**src/rtl/core/prt_pkg.sv**
```systemverilog
package prt_pkg;

	// Item kinds carried on the input tuser bit.
	typedef enum logic {
		OP_ADD   = 1'b0,
		OP_CLEAR = 1'b1
	} prt_op_t;

	typedef enum logic [2:0] {
		ST_OK         = 3'd0,
		ST_DUPLICATE  = 3'd1,
		ST_BEYOND_END = 3'd2,
		ST_END_SET    = 3'd3,
		ST_CAPACITY   = 3'd4
	} prt_status_t;

	typedef enum logic [1:0] {
		AS_OPEN = 2'd0,
		AS_GAPS = 2'd1,
		AS_DONE = 2'd2
	} prt_assembly_t;

	localparam int unsigned IdxW    = 32;
	localparam int unsigned IdW     = 32;
	localparam int unsigned MaskW   = 32;
	localparam int unsigned InDataW = 64;
	localparam int unsigned ResW    = 3 + 2 + IdW + MaskW;
	localparam int unsigned OutDataW = ((ResW + 7) / 8) * 8;

	// First member lands in the highest bits, so status ends up at bit 0.
	typedef struct packed {
		logic [MaskW-1:0] present_mask;
		logic [IdW-1:0]   current_id;
		prt_assembly_t    assembly_state;
		prt_status_t      status;
	} prt_result_t;

endpackage

```
**src/rtl/core/prt_update.sv**
```systemverilog
module prt_update #(
	parameter int unsigned MAX_PARTS = 32,
	parameter int unsigned IW        = 5
) (
	input  logic [MAX_PARTS-1:0]  present,
	input  logic                  end_marked,
	input  logic [IW-1:0]         end_index,
	input  logic [prt_pkg::IdW-1:0] held_id,
	input  prt_pkg::prt_op_t      operation,
	input  logic [prt_pkg::IdxW-1:0] part_index,
	input  logic                  is_end,
	input  logic [prt_pkg::IdW-1:0] message_id,
	output logic [MAX_PARTS-1:0]  present_n,
	output logic                  end_marked_n,
	output logic [IW-1:0]         end_index_n,
	output logic [prt_pkg::IdW-1:0] held_id_n,
	output prt_pkg::prt_result_t  result
);
	import prt_pkg::*;

	localparam int unsigned PW = (MAX_PARTS < MaskW) ? MAX_PARTS : MaskW;

	// Bits 0 through last set, all others clear.
	function automatic logic [MAX_PARTS-1:0] prefix_mask(input logic [IW-1:0] last);
		logic [MAX_PARTS-1:0] m;
		for (int k = 0; k < MAX_PARTS; k++) begin
			m[k] = (IW'(k) <= last);
		end
		return m;
	endfunction

	logic                 in_range;
	logic [IW-1:0]        idx_lo;
	logic [MAX_PARTS-1:0] part_bit;
	logic                 hit;
	logic                 past_end;
	prt_status_t          status;
	prt_assembly_t        assembly;

	always_comb begin
		in_range = (part_index < IdxW'(MAX_PARTS));
		idx_lo   = part_index[IW-1:0];
		part_bit = in_range ? ({{(MAX_PARTS-1){1'b0}}, 1'b1} << idx_lo) : '0;
		hit      = |(present & part_bit);
		past_end = end_marked && (IdxW'(end_index) <= part_index);

		present_n    = present;
		end_marked_n = end_marked;
		end_index_n  = end_index;
		held_id_n    = held_id;
		status       = ST_OK;

		if (operation == OP_CLEAR) begin
			present_n    = '0;
			end_marked_n = 1'b0;
			end_index_n  = '0;
			held_id_n    = message_id;
		end else begin
			priority if (hit) begin
				status = ST_DUPLICATE;
			end else if (past_end) begin
				status = ST_BEYOND_END;
			end else if (end_marked && is_end) begin
				status = ST_END_SET;
			end else if (!in_range) begin
				status = ST_CAPACITY;
			end else if (is_end) begin
				// First end mark: drop anything that arrived above it.
				present_n    = (present | part_bit) & prefix_mask(idx_lo);
				end_marked_n = 1'b1;
				end_index_n  = idx_lo;
			end else begin
				present_n = present | part_bit;
			end
		end

		if (!end_marked_n) begin
			assembly = AS_OPEN;
		end else if (present_n == prefix_mask(end_index_n)) begin
			assembly = AS_DONE;
		end else begin
			assembly = AS_GAPS;
		end

		result.status         = status;
		result.assembly_state = assembly;
		result.current_id     = held_id_n;
		result.present_mask   = MaskW'(present_n[PW-1:0]);
	end

endmodule

```
**src/rtl/core/part_reassembly_tracker.sv**
```systemverilog
// An item is captured in the input register when accepted; its result goes to the
// result register, with the state update, once the output is free. Throughput: one item
// per cycle unless the output stalls; each item sees the state the previous one left.
// A stalled output holds one result while one more item waits in the input stage.
// Reset clears the bitmap, end mark, end index, id and both stage valid bits.
module part_reassembly_tracker #(
	parameter int unsigned MAX_PARTS = 32
) (
	input  logic                           clk,
	input  logic                           arst_n,
	input  logic                           s_axis_tvalid,
	output logic                           s_axis_tready,
	// [31:0] part_index, [63:32] message_id
	input  logic [prt_pkg::InDataW-1:0]    s_axis_tdata,
	// [0] operation
	input  logic                           s_axis_tuser,
	// is_end
	input  logic                           s_axis_tlast,
	output logic                           m_axis_tvalid,
	input  logic                           m_axis_tready,
	// [2:0] status, [4:3] assembly_state, [36:5] current_id,
	// [68:37] present_mask, [71:69] zero
	output logic [prt_pkg::OutDataW-1:0]   m_axis_tdata
);
	import prt_pkg::*;

	localparam int unsigned IW = $clog2(MAX_PARTS);

	logic                 valid_s1;
	prt_op_t              op_s1;
	logic [IdxW-1:0]      part_index_s1;
	logic                 is_end_s1;
	logic [IdW-1:0]       message_id_s1;

	logic                 valid_s2;
	prt_result_t          result_s2;

	logic [MAX_PARTS-1:0] present_q;
	logic                 end_marked_q;
	logic [IW-1:0]        end_index_q;
	logic [IdW-1:0]       held_id_q;

	logic [MAX_PARTS-1:0] present_n;
	logic                 end_marked_n;
	logic [IW-1:0]        end_index_n;
	logic [IdW-1:0]       held_id_n;
	prt_result_t          result_n;

	logic                 out_free;
	logic                 fire_s1;
	logic                 take_in;

	assign out_free      = !valid_s2 || m_axis_tready;
	assign fire_s1       = valid_s1 && out_free;
	assign s_axis_tready = !valid_s1 || out_free;
	assign take_in       = s_axis_tvalid && s_axis_tready;

	always_ff @(posedge clk or negedge arst_n) begin
		if (!arst_n) begin
			valid_s1 <= 1'b0;
		end else if (take_in) begin
			valid_s1 <= 1'b1;
		end else if (fire_s1) begin
			valid_s1 <= 1'b0;
		end
	end

	always_ff @(posedge clk) begin
		if (take_in) begin
			op_s1         <= prt_op_t'(s_axis_tuser);
			part_index_s1 <= s_axis_tdata[IdxW-1:0];
			is_end_s1     <= s_axis_tlast;
			message_id_s1 <= s_axis_tdata[InDataW-1:IdxW];
		end
	end

	prt_update #(
		.MAX_PARTS(MAX_PARTS),
		.IW       (IW)
	) u_update (
		.present     (present_q),
		.end_marked  (end_marked_q),
		.end_index   (end_index_q),
		.held_id     (held_id_q),
		.operation   (op_s1),
		.part_index  (part_index_s1),
		.is_end      (is_end_s1),
		.message_id  (message_id_s1),
		.present_n   (present_n),
		.end_marked_n(end_marked_n),
		.end_index_n (end_index_n),
		.held_id_n   (held_id_n),
		.result      (result_n)
	);

	always_ff @(posedge clk or negedge arst_n) begin
		if (!arst_n) begin
			present_q    <= '0;
			end_marked_q <= 1'b0;
			end_index_q  <= '0;
			held_id_q    <= '0;
		end else if (fire_s1) begin
			present_q    <= present_n;
			end_marked_q <= end_marked_n;
			end_index_q  <= end_index_n;
			held_id_q    <= held_id_n;
		end
	end

	always_ff @(posedge clk or negedge arst_n) begin
		if (!arst_n) begin
			valid_s2 <= 1'b0;
		end else if (out_free) begin
			valid_s2 <= valid_s1;
		end
	end

	always_ff @(posedge clk) begin
		if (fire_s1) begin
			result_s2 <= result_n;
		end
	end

	assign m_axis_tvalid = valid_s2;
	assign m_axis_tdata  = OutDataW'(result_s2);

	// The end index only moves together with the end mark.
	a_end_index_idle: assert property (@(posedge clk) disable iff (!arst_n)
		!end_marked_q |-> (end_index_q == '0))
		else $error("end index nonzero without an end mark");

	// Once the end is known, no part above it may be held.
	a_no_bits_above_end: assert property (@(posedge clk) disable iff (!arst_n)
		end_marked_q |-> (((present_q >> end_index_q) >> 1) == '0))
		else $error("part held above the end index");

	// A clear item leaves an empty tracker behind it.
	a_clear_empties: assert property (@(posedge clk) disable iff (!arst_n)
		(fire_s1 && op_s1 == OP_CLEAR) |=> (present_q == '0 && !end_marked_q))
		else $error("clear did not empty the tracker");

endmodule

```
**config.mk**
```make
export PLATFORM = sky130hd
export DESIGN_NAME = part_reassembly_tracker
export DESIGN_NICKNAME = d
export VERILOG_FILES = /design/src/rtl/core/prt_pkg.sv /design/src/rtl/core/prt_update.sv /design/src/rtl/core/part_reassembly_tracker.sv
export SDC_FILE = /design/constraint.sdc
export NUM_CORES = 1
export LEC_CHECK = 0
export ABC_AREA = 0
export BUFFER_PORTS_ARGS = -buffer_cell sky130_fd_sc_hd__buf_2
export CORE_ASPECT_RATIO = 0.8
export CORE_UTILIZATION = 60
export DETAILED_ROUTE_END_ITERATION = 6
export MAX_ROUTING_LAYER = met4
export PLACE_DENSITY = 0.8
export SYNTH_ARGS = -nofsm -noshare
export SYNTH_HDL_FRONTEND = slang
export SYNTH_HIERARCHICAL = 1
export SYNTH_SLANG_ARGS = --single-unit
```
**constraint.sdc**
```tcl
create_clock -name clk -period 11.2 [get_ports clk]
set_clock_uncertainty 0.2 [all_clocks]
set_input_delay 1.68 -clock clk [delete_from_list [all_inputs] [get_ports clk]]
set_output_delay 1.68 -clock clk [all_outputs]
set_load 0.005 [all_outputs]
```
==> results of run 1 <==
## registers in the layout, indices dropped and copies added, names as in the netlist
| signal | cells |
|---|---|
| m_axis_tdata | 69 |
| end_marked_q | 1 |
| present_q | 32 |
| message_id_s1 | 32 |
| is_end_s1 | 1 |
| valid_s1 | 1 |
| op_s1 | 1 |
| part_index_s1 | 32 |
| held_id_q | 32 |
| m_axis_tvalid | 1 |
| end_index_q | 5 |
## metrics by stage
stage | setup WS [ns] | power (uW) | instances | hold slack, ns
global placement | 4.921 | 1150 | 1148 | 0.2824
finish | 4.556 | 1813 | 1187 | 0.3018
floorplan | 6.155 | 1119 | 874 | 0.2753
CTS | 4.765 | 1827 | 1186 | 0.3044
detailed placement | 4.776 | 1163 | 1148 | 0.2904
global route | 4.254 | 1878 | 1187 | 0.3204
## layout make-up
cell class                 count  share of cell area, %
clock inverter                 8                 0.4810
clock buffer                  30                  5.120
sequential                   207                  50.03
tap                          225                  2.405
timing repair buffer         164                  7.525
antenna                        1                0.02138
multi-input combinational    530                  33.71
inverter                      22                 0.7055
## per-layer routing
layer | track usage [%] | up-vias | part of all wire, %
met1 | 48.15 | 3702 | 43
li1 | - | 3407 | -
met4 | 9.500 | 0 | 2.5
met5 | - | - | 0
met3 | 7.368 | 62 | 12
met2 | 46.54 | 531 | 43
## cells in the mapped netlist, types with 7 or more instances
library cell / instances
a211oi_1: 16
a21o_1: 7
a21oi_1: 34
a41oi_1: 9
buf_2: 11
buf_4: 70
buf_6: 7
clkbuf_1: 23
dfrtp_1: 72
edfxtp_1: 135
inv_1: 22
mux2_2: 103
mux2i_1: 14
nand2_1: 39
nand2b_1: 8
nand3_1: 19
nand4_1: 14
nor2_1: 49
nor2b_1: 7
nor3_1: 30
nor4_1: 15
o21ai_0: 21
o31ai_1: 8
or3_1: 8
## worst paths after layout
path,start,endpoint,slack (ns),cells past startpoint
min in group asynchronous,arst_n,held_id_q[24],1.23,2
worst min register to register,held_id_q[17],held_id_q[17],0.30,1
worst max-delay path,part_index_s1[4],m_axis_tdata[3],4.56,16
max in group asynchronous,arst_n,present_q[9],8.91,2
worst max register to register,part_index_s1[4],m_axis_tdata[3],4.56,16
worst min-delay path,held_id_q[17],held_id_q[17],0.30,1
## logic make-up (layout without fill, tap and decap cells)
family                   Yosys count  after routing  synth area share (%)
AND/OR/NAND/NOR                  231            231                 11.72
buffers and inverters            137            224                 7.946
multiplexers                     119            119                 12.60
AO/OA/AOI/OAI                    165            165                 11.35
adder cells (fa/ha/maj)            5              5                0.5895
flip-flops                       207            207                 55.18
other                              1              4               0.03534
XOR/XNOR                           7              7                0.5777
## where the power goes
group	leakage, uW	internal (uW)	switching, uW
clock network	0.000319	376	289
registers	0.00224	911	30.3
logic	0.00211	94.7	112
## critical path, stage by stage, from the launching register on
cell	delay, ns
edfxtp_1	0.35
buf_4	0.25
inv_1	0.49
ha_1	0.35
and3_1	0.21
a31o_2	0.25
a2111oi_0	0.70
o22ai_1	0.29
nor4_1	0.36
buf_4	0.26
or3_1	0.56
inv_1	0.39
or4_1	0.55
a32o_1	0.26
or4_1	0.53
nor3_2	0.23
nor3_1	0.07
==> summary.md, run 1 <==
| Metric | Value |
|---|---|
| Status | finished clean |
| CP Launch Type | flop |
| Power density cells | 154.9 nW/um2 |
| Post-synth top area cell | edfxtp_1 |
| Ys Warns | 6 |
| Most frequent cells in the layout | buf_2 (140), edfxtp_1 (135), mux2_2 (103) |
| Clk_lat worst skew | 0.52 ns |
| Die Span X | 150.7 um |
| Post-Synthesis Cell Area | 10610 um2 |
| Initial Util | 61.26% |
| GRT Util Overall | 33.09% |
| Pre-Repair DR Iteration Count | 6 |
| Register area share after synthesis | 55.18% |
| Synth unique cells | 81 |
| Maxcap violations | 0 |
| RSZ-0062 raised after global routing | no |
| Sequential cell area | 5856 um2 |
| Worst-margin pin slew | 1.297 ns |
| Initial antenna violation count | 1 |
| Post-synth EDFFs | 135 |
| Multi-input gate area | 3946 um2 |
| Rows | 43 |
| Hold-fix buffers, CTS | 0 |
| Die height | 121.0 um |
| Routed vias | 7702 |
| Vias in the first global route | 7312 |
| Drt drc | 0 |
| Post-layout min period | 6.644 ns |
| HPWL after DPL | 19960 um |
| Final ANT Viol Nets | 0 |
| Worst slew margin | 12.74% |
| CTS tree | done |
| Leak pwr | 0.004672 uW |
| Slew Limit Fails | 0 |
| Ys flop type | edfxtp_1 |
| Cell area after placement | 11050 um2 |
| Synth top area cells | edfxtp_1 (38%), dfrtp_1 (17%), mux2_2 (11%), buf_4 (5.0%), nor2_1 (1.7%) |
| Number of cells produced by synthesis | 872 |
| Mean Syn Cell Area | 12.17 um2 |
| GP Congestion | 1.071 |
| Die area | 18230 um2 |
| CTS sink cnt | 207 |
| Most common cell after layout, fill and taps aside | buf_2 |
| Crit path max fanout | 31 |
| 1st-iter DRT viols | 931 |
| # nets final | 1021 |
| Worst-path clk slew | 0.06 ns |
| CP endpoint kind | flop |
| Longest Clk Path Bufs | 3 |
| Gr ovfl total | 0 |
| Io pins | 144 |
| Final Util | 67.56% |
| Area Growth Syn to Fin | 10.29% |
| Share of cells above drive strength 1 | 34.13% |
| Fill cell count | 1298 |
| Cts bufs inserted | 21 |
| FFs w/ async S/R, synth | 34.78% |
| Setup CP Type | reg2reg |
| Port bufs | 140 |
| Clk root buf | clkbuf_16 |
| Data arrival time of the critical path | 6.66 ns |
| Wire per inst | 24.23 um |
| H-Tree Depth | 1 |
| Global-route wire length before repair | 43380 um |
| VDD IR max | 0.1837 mV |
| Largest net degree at the start of global routing | 73 |
| Crit share post-route | 59.32% |
| Setup bufs post-CTS | 0 |
| Detailed Route WL | 28770 um |
| # setup viols final | 0 |
| CP required | 11.21 ns |
| Final Hold Vio Count | 0 |
| Fmax | 150.5 MHz |
| Synth Register Bits | 207 |
| Fin area | 11710 um2 |
| Final setup TNS | 0 ns |
| Core region area | 17320 um2 |
| Hold WC Path Type | reg2reg |
| Vias per std cell | 6.489 |
| Post-CTS Resized | 0 |
| Post-synth top area share | 38.20% |
Power figures use the tool's default switching activity.
==> inputs of run 2 (changes only) <==
- CORE_UTILIZATION: 60 -> 58
- PLACE_DENSITY: 0.8 -> 0.77
- clock period: 11.2 -> 6.7 ns (I/O delays scaled with it)
==> summary.md, run 2 (synthesis gave the netlist of run 1 again) <==
| Metric | Value |
|---|---|
| Rows | 43 (unchanged) |
| Longest Clk Path Bufs | 3 (unchanged) |
| Setup bufs post-CTS | 0 (unchanged) |
| Pre-CTS setup slack | 0.8574 ns (-3.919 ns) |
| RSZ-0062 raised after global routing | no |
| Leak pwr | 0.004741 uW (+1.5%) |
| Worst-margin pin slew | 1.170 ns (-0.1273 ns) |
| Largest net degree at the start of global routing | 73 (unchanged) |
| Crit share post-route | 90.48% (+31 points) |
| GP Congestion | 1.062 (-0.85%) |
| CP Launch Type | flop |
| # nets final | 1034 (+1.3%) |
| HPWL after DPL | 21100 um (+5.7%) |
| Die area | 18850 um2 (+3.4%) |
| Initial Util | 60.32% (-0.94 points) |
| Pre-Repair DR Iteration Count | 5 (-1) |
| Initial antenna violation count | 2 (+1) |
| Worst slew margin | 21.79% (+9.0 points) |
| Die Span X | 153.2 um (+1.7%) |
| Core region area | 17590 um2 (+1.6%) |
| Power density cells | 260.6 nW/um2 (+68%) |
| Top Usage Layer GRT | met1 |
| Final setup TNS | 0 ns (unchanged) |
| Global-route wire length before repair | 44420 um (+2.4%) |
| CP required | 6.71 ns (-4.50 ns) |
| Post-layout min period | 6.062 ns (-0.5815 ns) |
| Most frequent cells in the layout | buf_2 (140), edfxtp_1 (135), mux2_2 (103) |
| Post-CTS Resized | 0 (unchanged) |
| H-Tree Depth | 1 (unchanged) |
| Cts bufs inserted | 21 (unchanged) |
| VDD IR max | 0.2748 mV (+50%) |
| Clk_lat worst skew | 0.51 ns (about the same) |
| Hold WC Path Type | reg2reg |
| Worst-path clk slew | 0.06 ns (about the same) |
| Setup CP Type | reg2reg |
| Status | finished clean |
| Crit path max fanout | 26 (-16%) |
| Final ANT Viol Nets | 0 (unchanged) |
| Fin worst setup slack | 0.6377 ns (-3.919 ns) |
| Die height | 123.0 um (+1.7%) |
| Maxcap violations | 0 (unchanged) |
| Fill cell count | 1332 (+2.6%) |
| Met3 Track Usage GR | 7.746% (+0.38 points) |
| Met2 usage | 45.86% (-0.68 points) |
| CP endpoint kind | flop |
| Hold-fix buffers, CTS | 0 (unchanged) |
| Area Growth Syn to Fin | 11.32% |
| Fmax | 165.0 MHz (+9.6%) |
| Share of cells above drive strength 1 | 34.80% (+0.67 points) |
| Max FFs per register | 69 (unchanged) |
| Vias per std cell | 6.523 (+0.52%) |
| Final Hold Vio Count | 0 (unchanged) |
| Vias in the first global route | 7338 (+0.36%) |
| # setup viols final | 0 (unchanged) |
| Slew Limit Fails | 0 (unchanged) |
| GRT Util Overall | 32.62% (-0.48 points) |
| Wire per inst | 24.76 um (+2.2%) |
| CTS tree | done |
| Io pins | 144 (unchanged) |
| Routed vias | 7827 (+1.6%) |
| 1st-iter DRT viols | 1200 (+29%) |
| Drt drc | 0 (unchanged) |
| Pwr Total | 3079 uW (+70%) |
| CTS sink cnt | 207 (unchanged) |
| Met1 global-route usage | 47.36% (-0.80 points) |
| Clk root buf | clkbuf_16 |
| Gr ovfl total | 0 (unchanged) |
| Most common cell after layout, fill and taps aside | buf_2 |
| Data arrival time of the critical path | 6.07 ns (-0.59 ns) |
| Port bufs | 140 (unchanged) |
| Detailed Route WL | 29710 um (+3.3%) |
[run 2: cell types whose count changed in the layout (fill, tap and decap cells not counted), moves of 2 or more]
cell and delta:
bufinv_16 +2, buf_4 +13, clkinv_1 +2, clkbuf_8 -2
[run 2: critical path, stage by stage (launching register included)]
cell       delay (ns)
edfxtp_1         1.01
inv_1            0.25
ha_1             0.39
nor2b_1          0.13
o21ai_0          0.13
a2111oi_0        0.75
o22ai_1          0.32
nor4_1           0.42
buf_4            0.27
or3_1            0.15
inv_1            0.11
or4_1            0.50
a32o_1           0.27
or4_1            0.55
nor3_2           0.23
nor3_1           0.08
[run 2: worst paths after layout]
check / startpoint / end / slack (ns) / cells after the start
setup reg to reg: part_index_s1[1] / m_axis_tdata[3] / 0.64 / 15
setup / recovery: part_index_s1[1] / m_axis_tdata[3] / 0.64 / 15
min in group asynchronous: arst_n / held_id_q[26] / 0.57 / 2
max in group asynchronous: arst_n / present_q[9] / 5.05 / 2
hold / removal: held_id_q[21] / held_id_q[21] / 0.30 / 1
hold reg to reg: held_id_q[21] / held_id_q[21] / 0.30 / 1
[run 2: layout make-up]
cell class	count	area [um2]	share of cell area, %
flip-flops and latches	207	5856	49.57
multi-input cells	530	3933	33.29
repair buffers	177	978.4	8.282
clock buffers	27	568.0	4.808
well taps	225	281.5	2.383
clock inverters	11	112.6	0.9532
inverters	22	82.58	0.6990
diodes	1	2.502	0.02118
[run 2: power by group]
| group | total, uW | internal (uW) | switching, uW |
|---|---|---|---|
| combinational | 343 | 159 | 183 |
| sequential | 1580 | 1520 | 58.7 |
| clock | 1150 | 679 | 475 |
| total | 3080 | 2360 | 718 |
[run 2: per-layer routing]
layer | up-vias | part of all wire, %
li1 | 3428 | -
met1 | 3793 | 44
met2 | 536 | 42
met3 | 70 | 12
met4 | 0 | 2.6
met5 | - | 0
[run 2: through the flow]
| stage | utilization (%) | area (um2) | instances | hold slack [ns] |
|---|---|---|---|---|
| floorplan | - | 10620 | 874 | 0.2753 |
| global placement | 63.27 | 11130 | 1161 | 0.2825 |
| detailed placement | 63.27 | 11130 | 1161 | 0.2929 |
| CTS | 67.14 | 11810 | 1199 | 0.3067 |
| global route | 67.15 | 11810 | 1200 | 0.3199 |
| finish | 67.15 | 11810 | 1200 | 0.3039 |
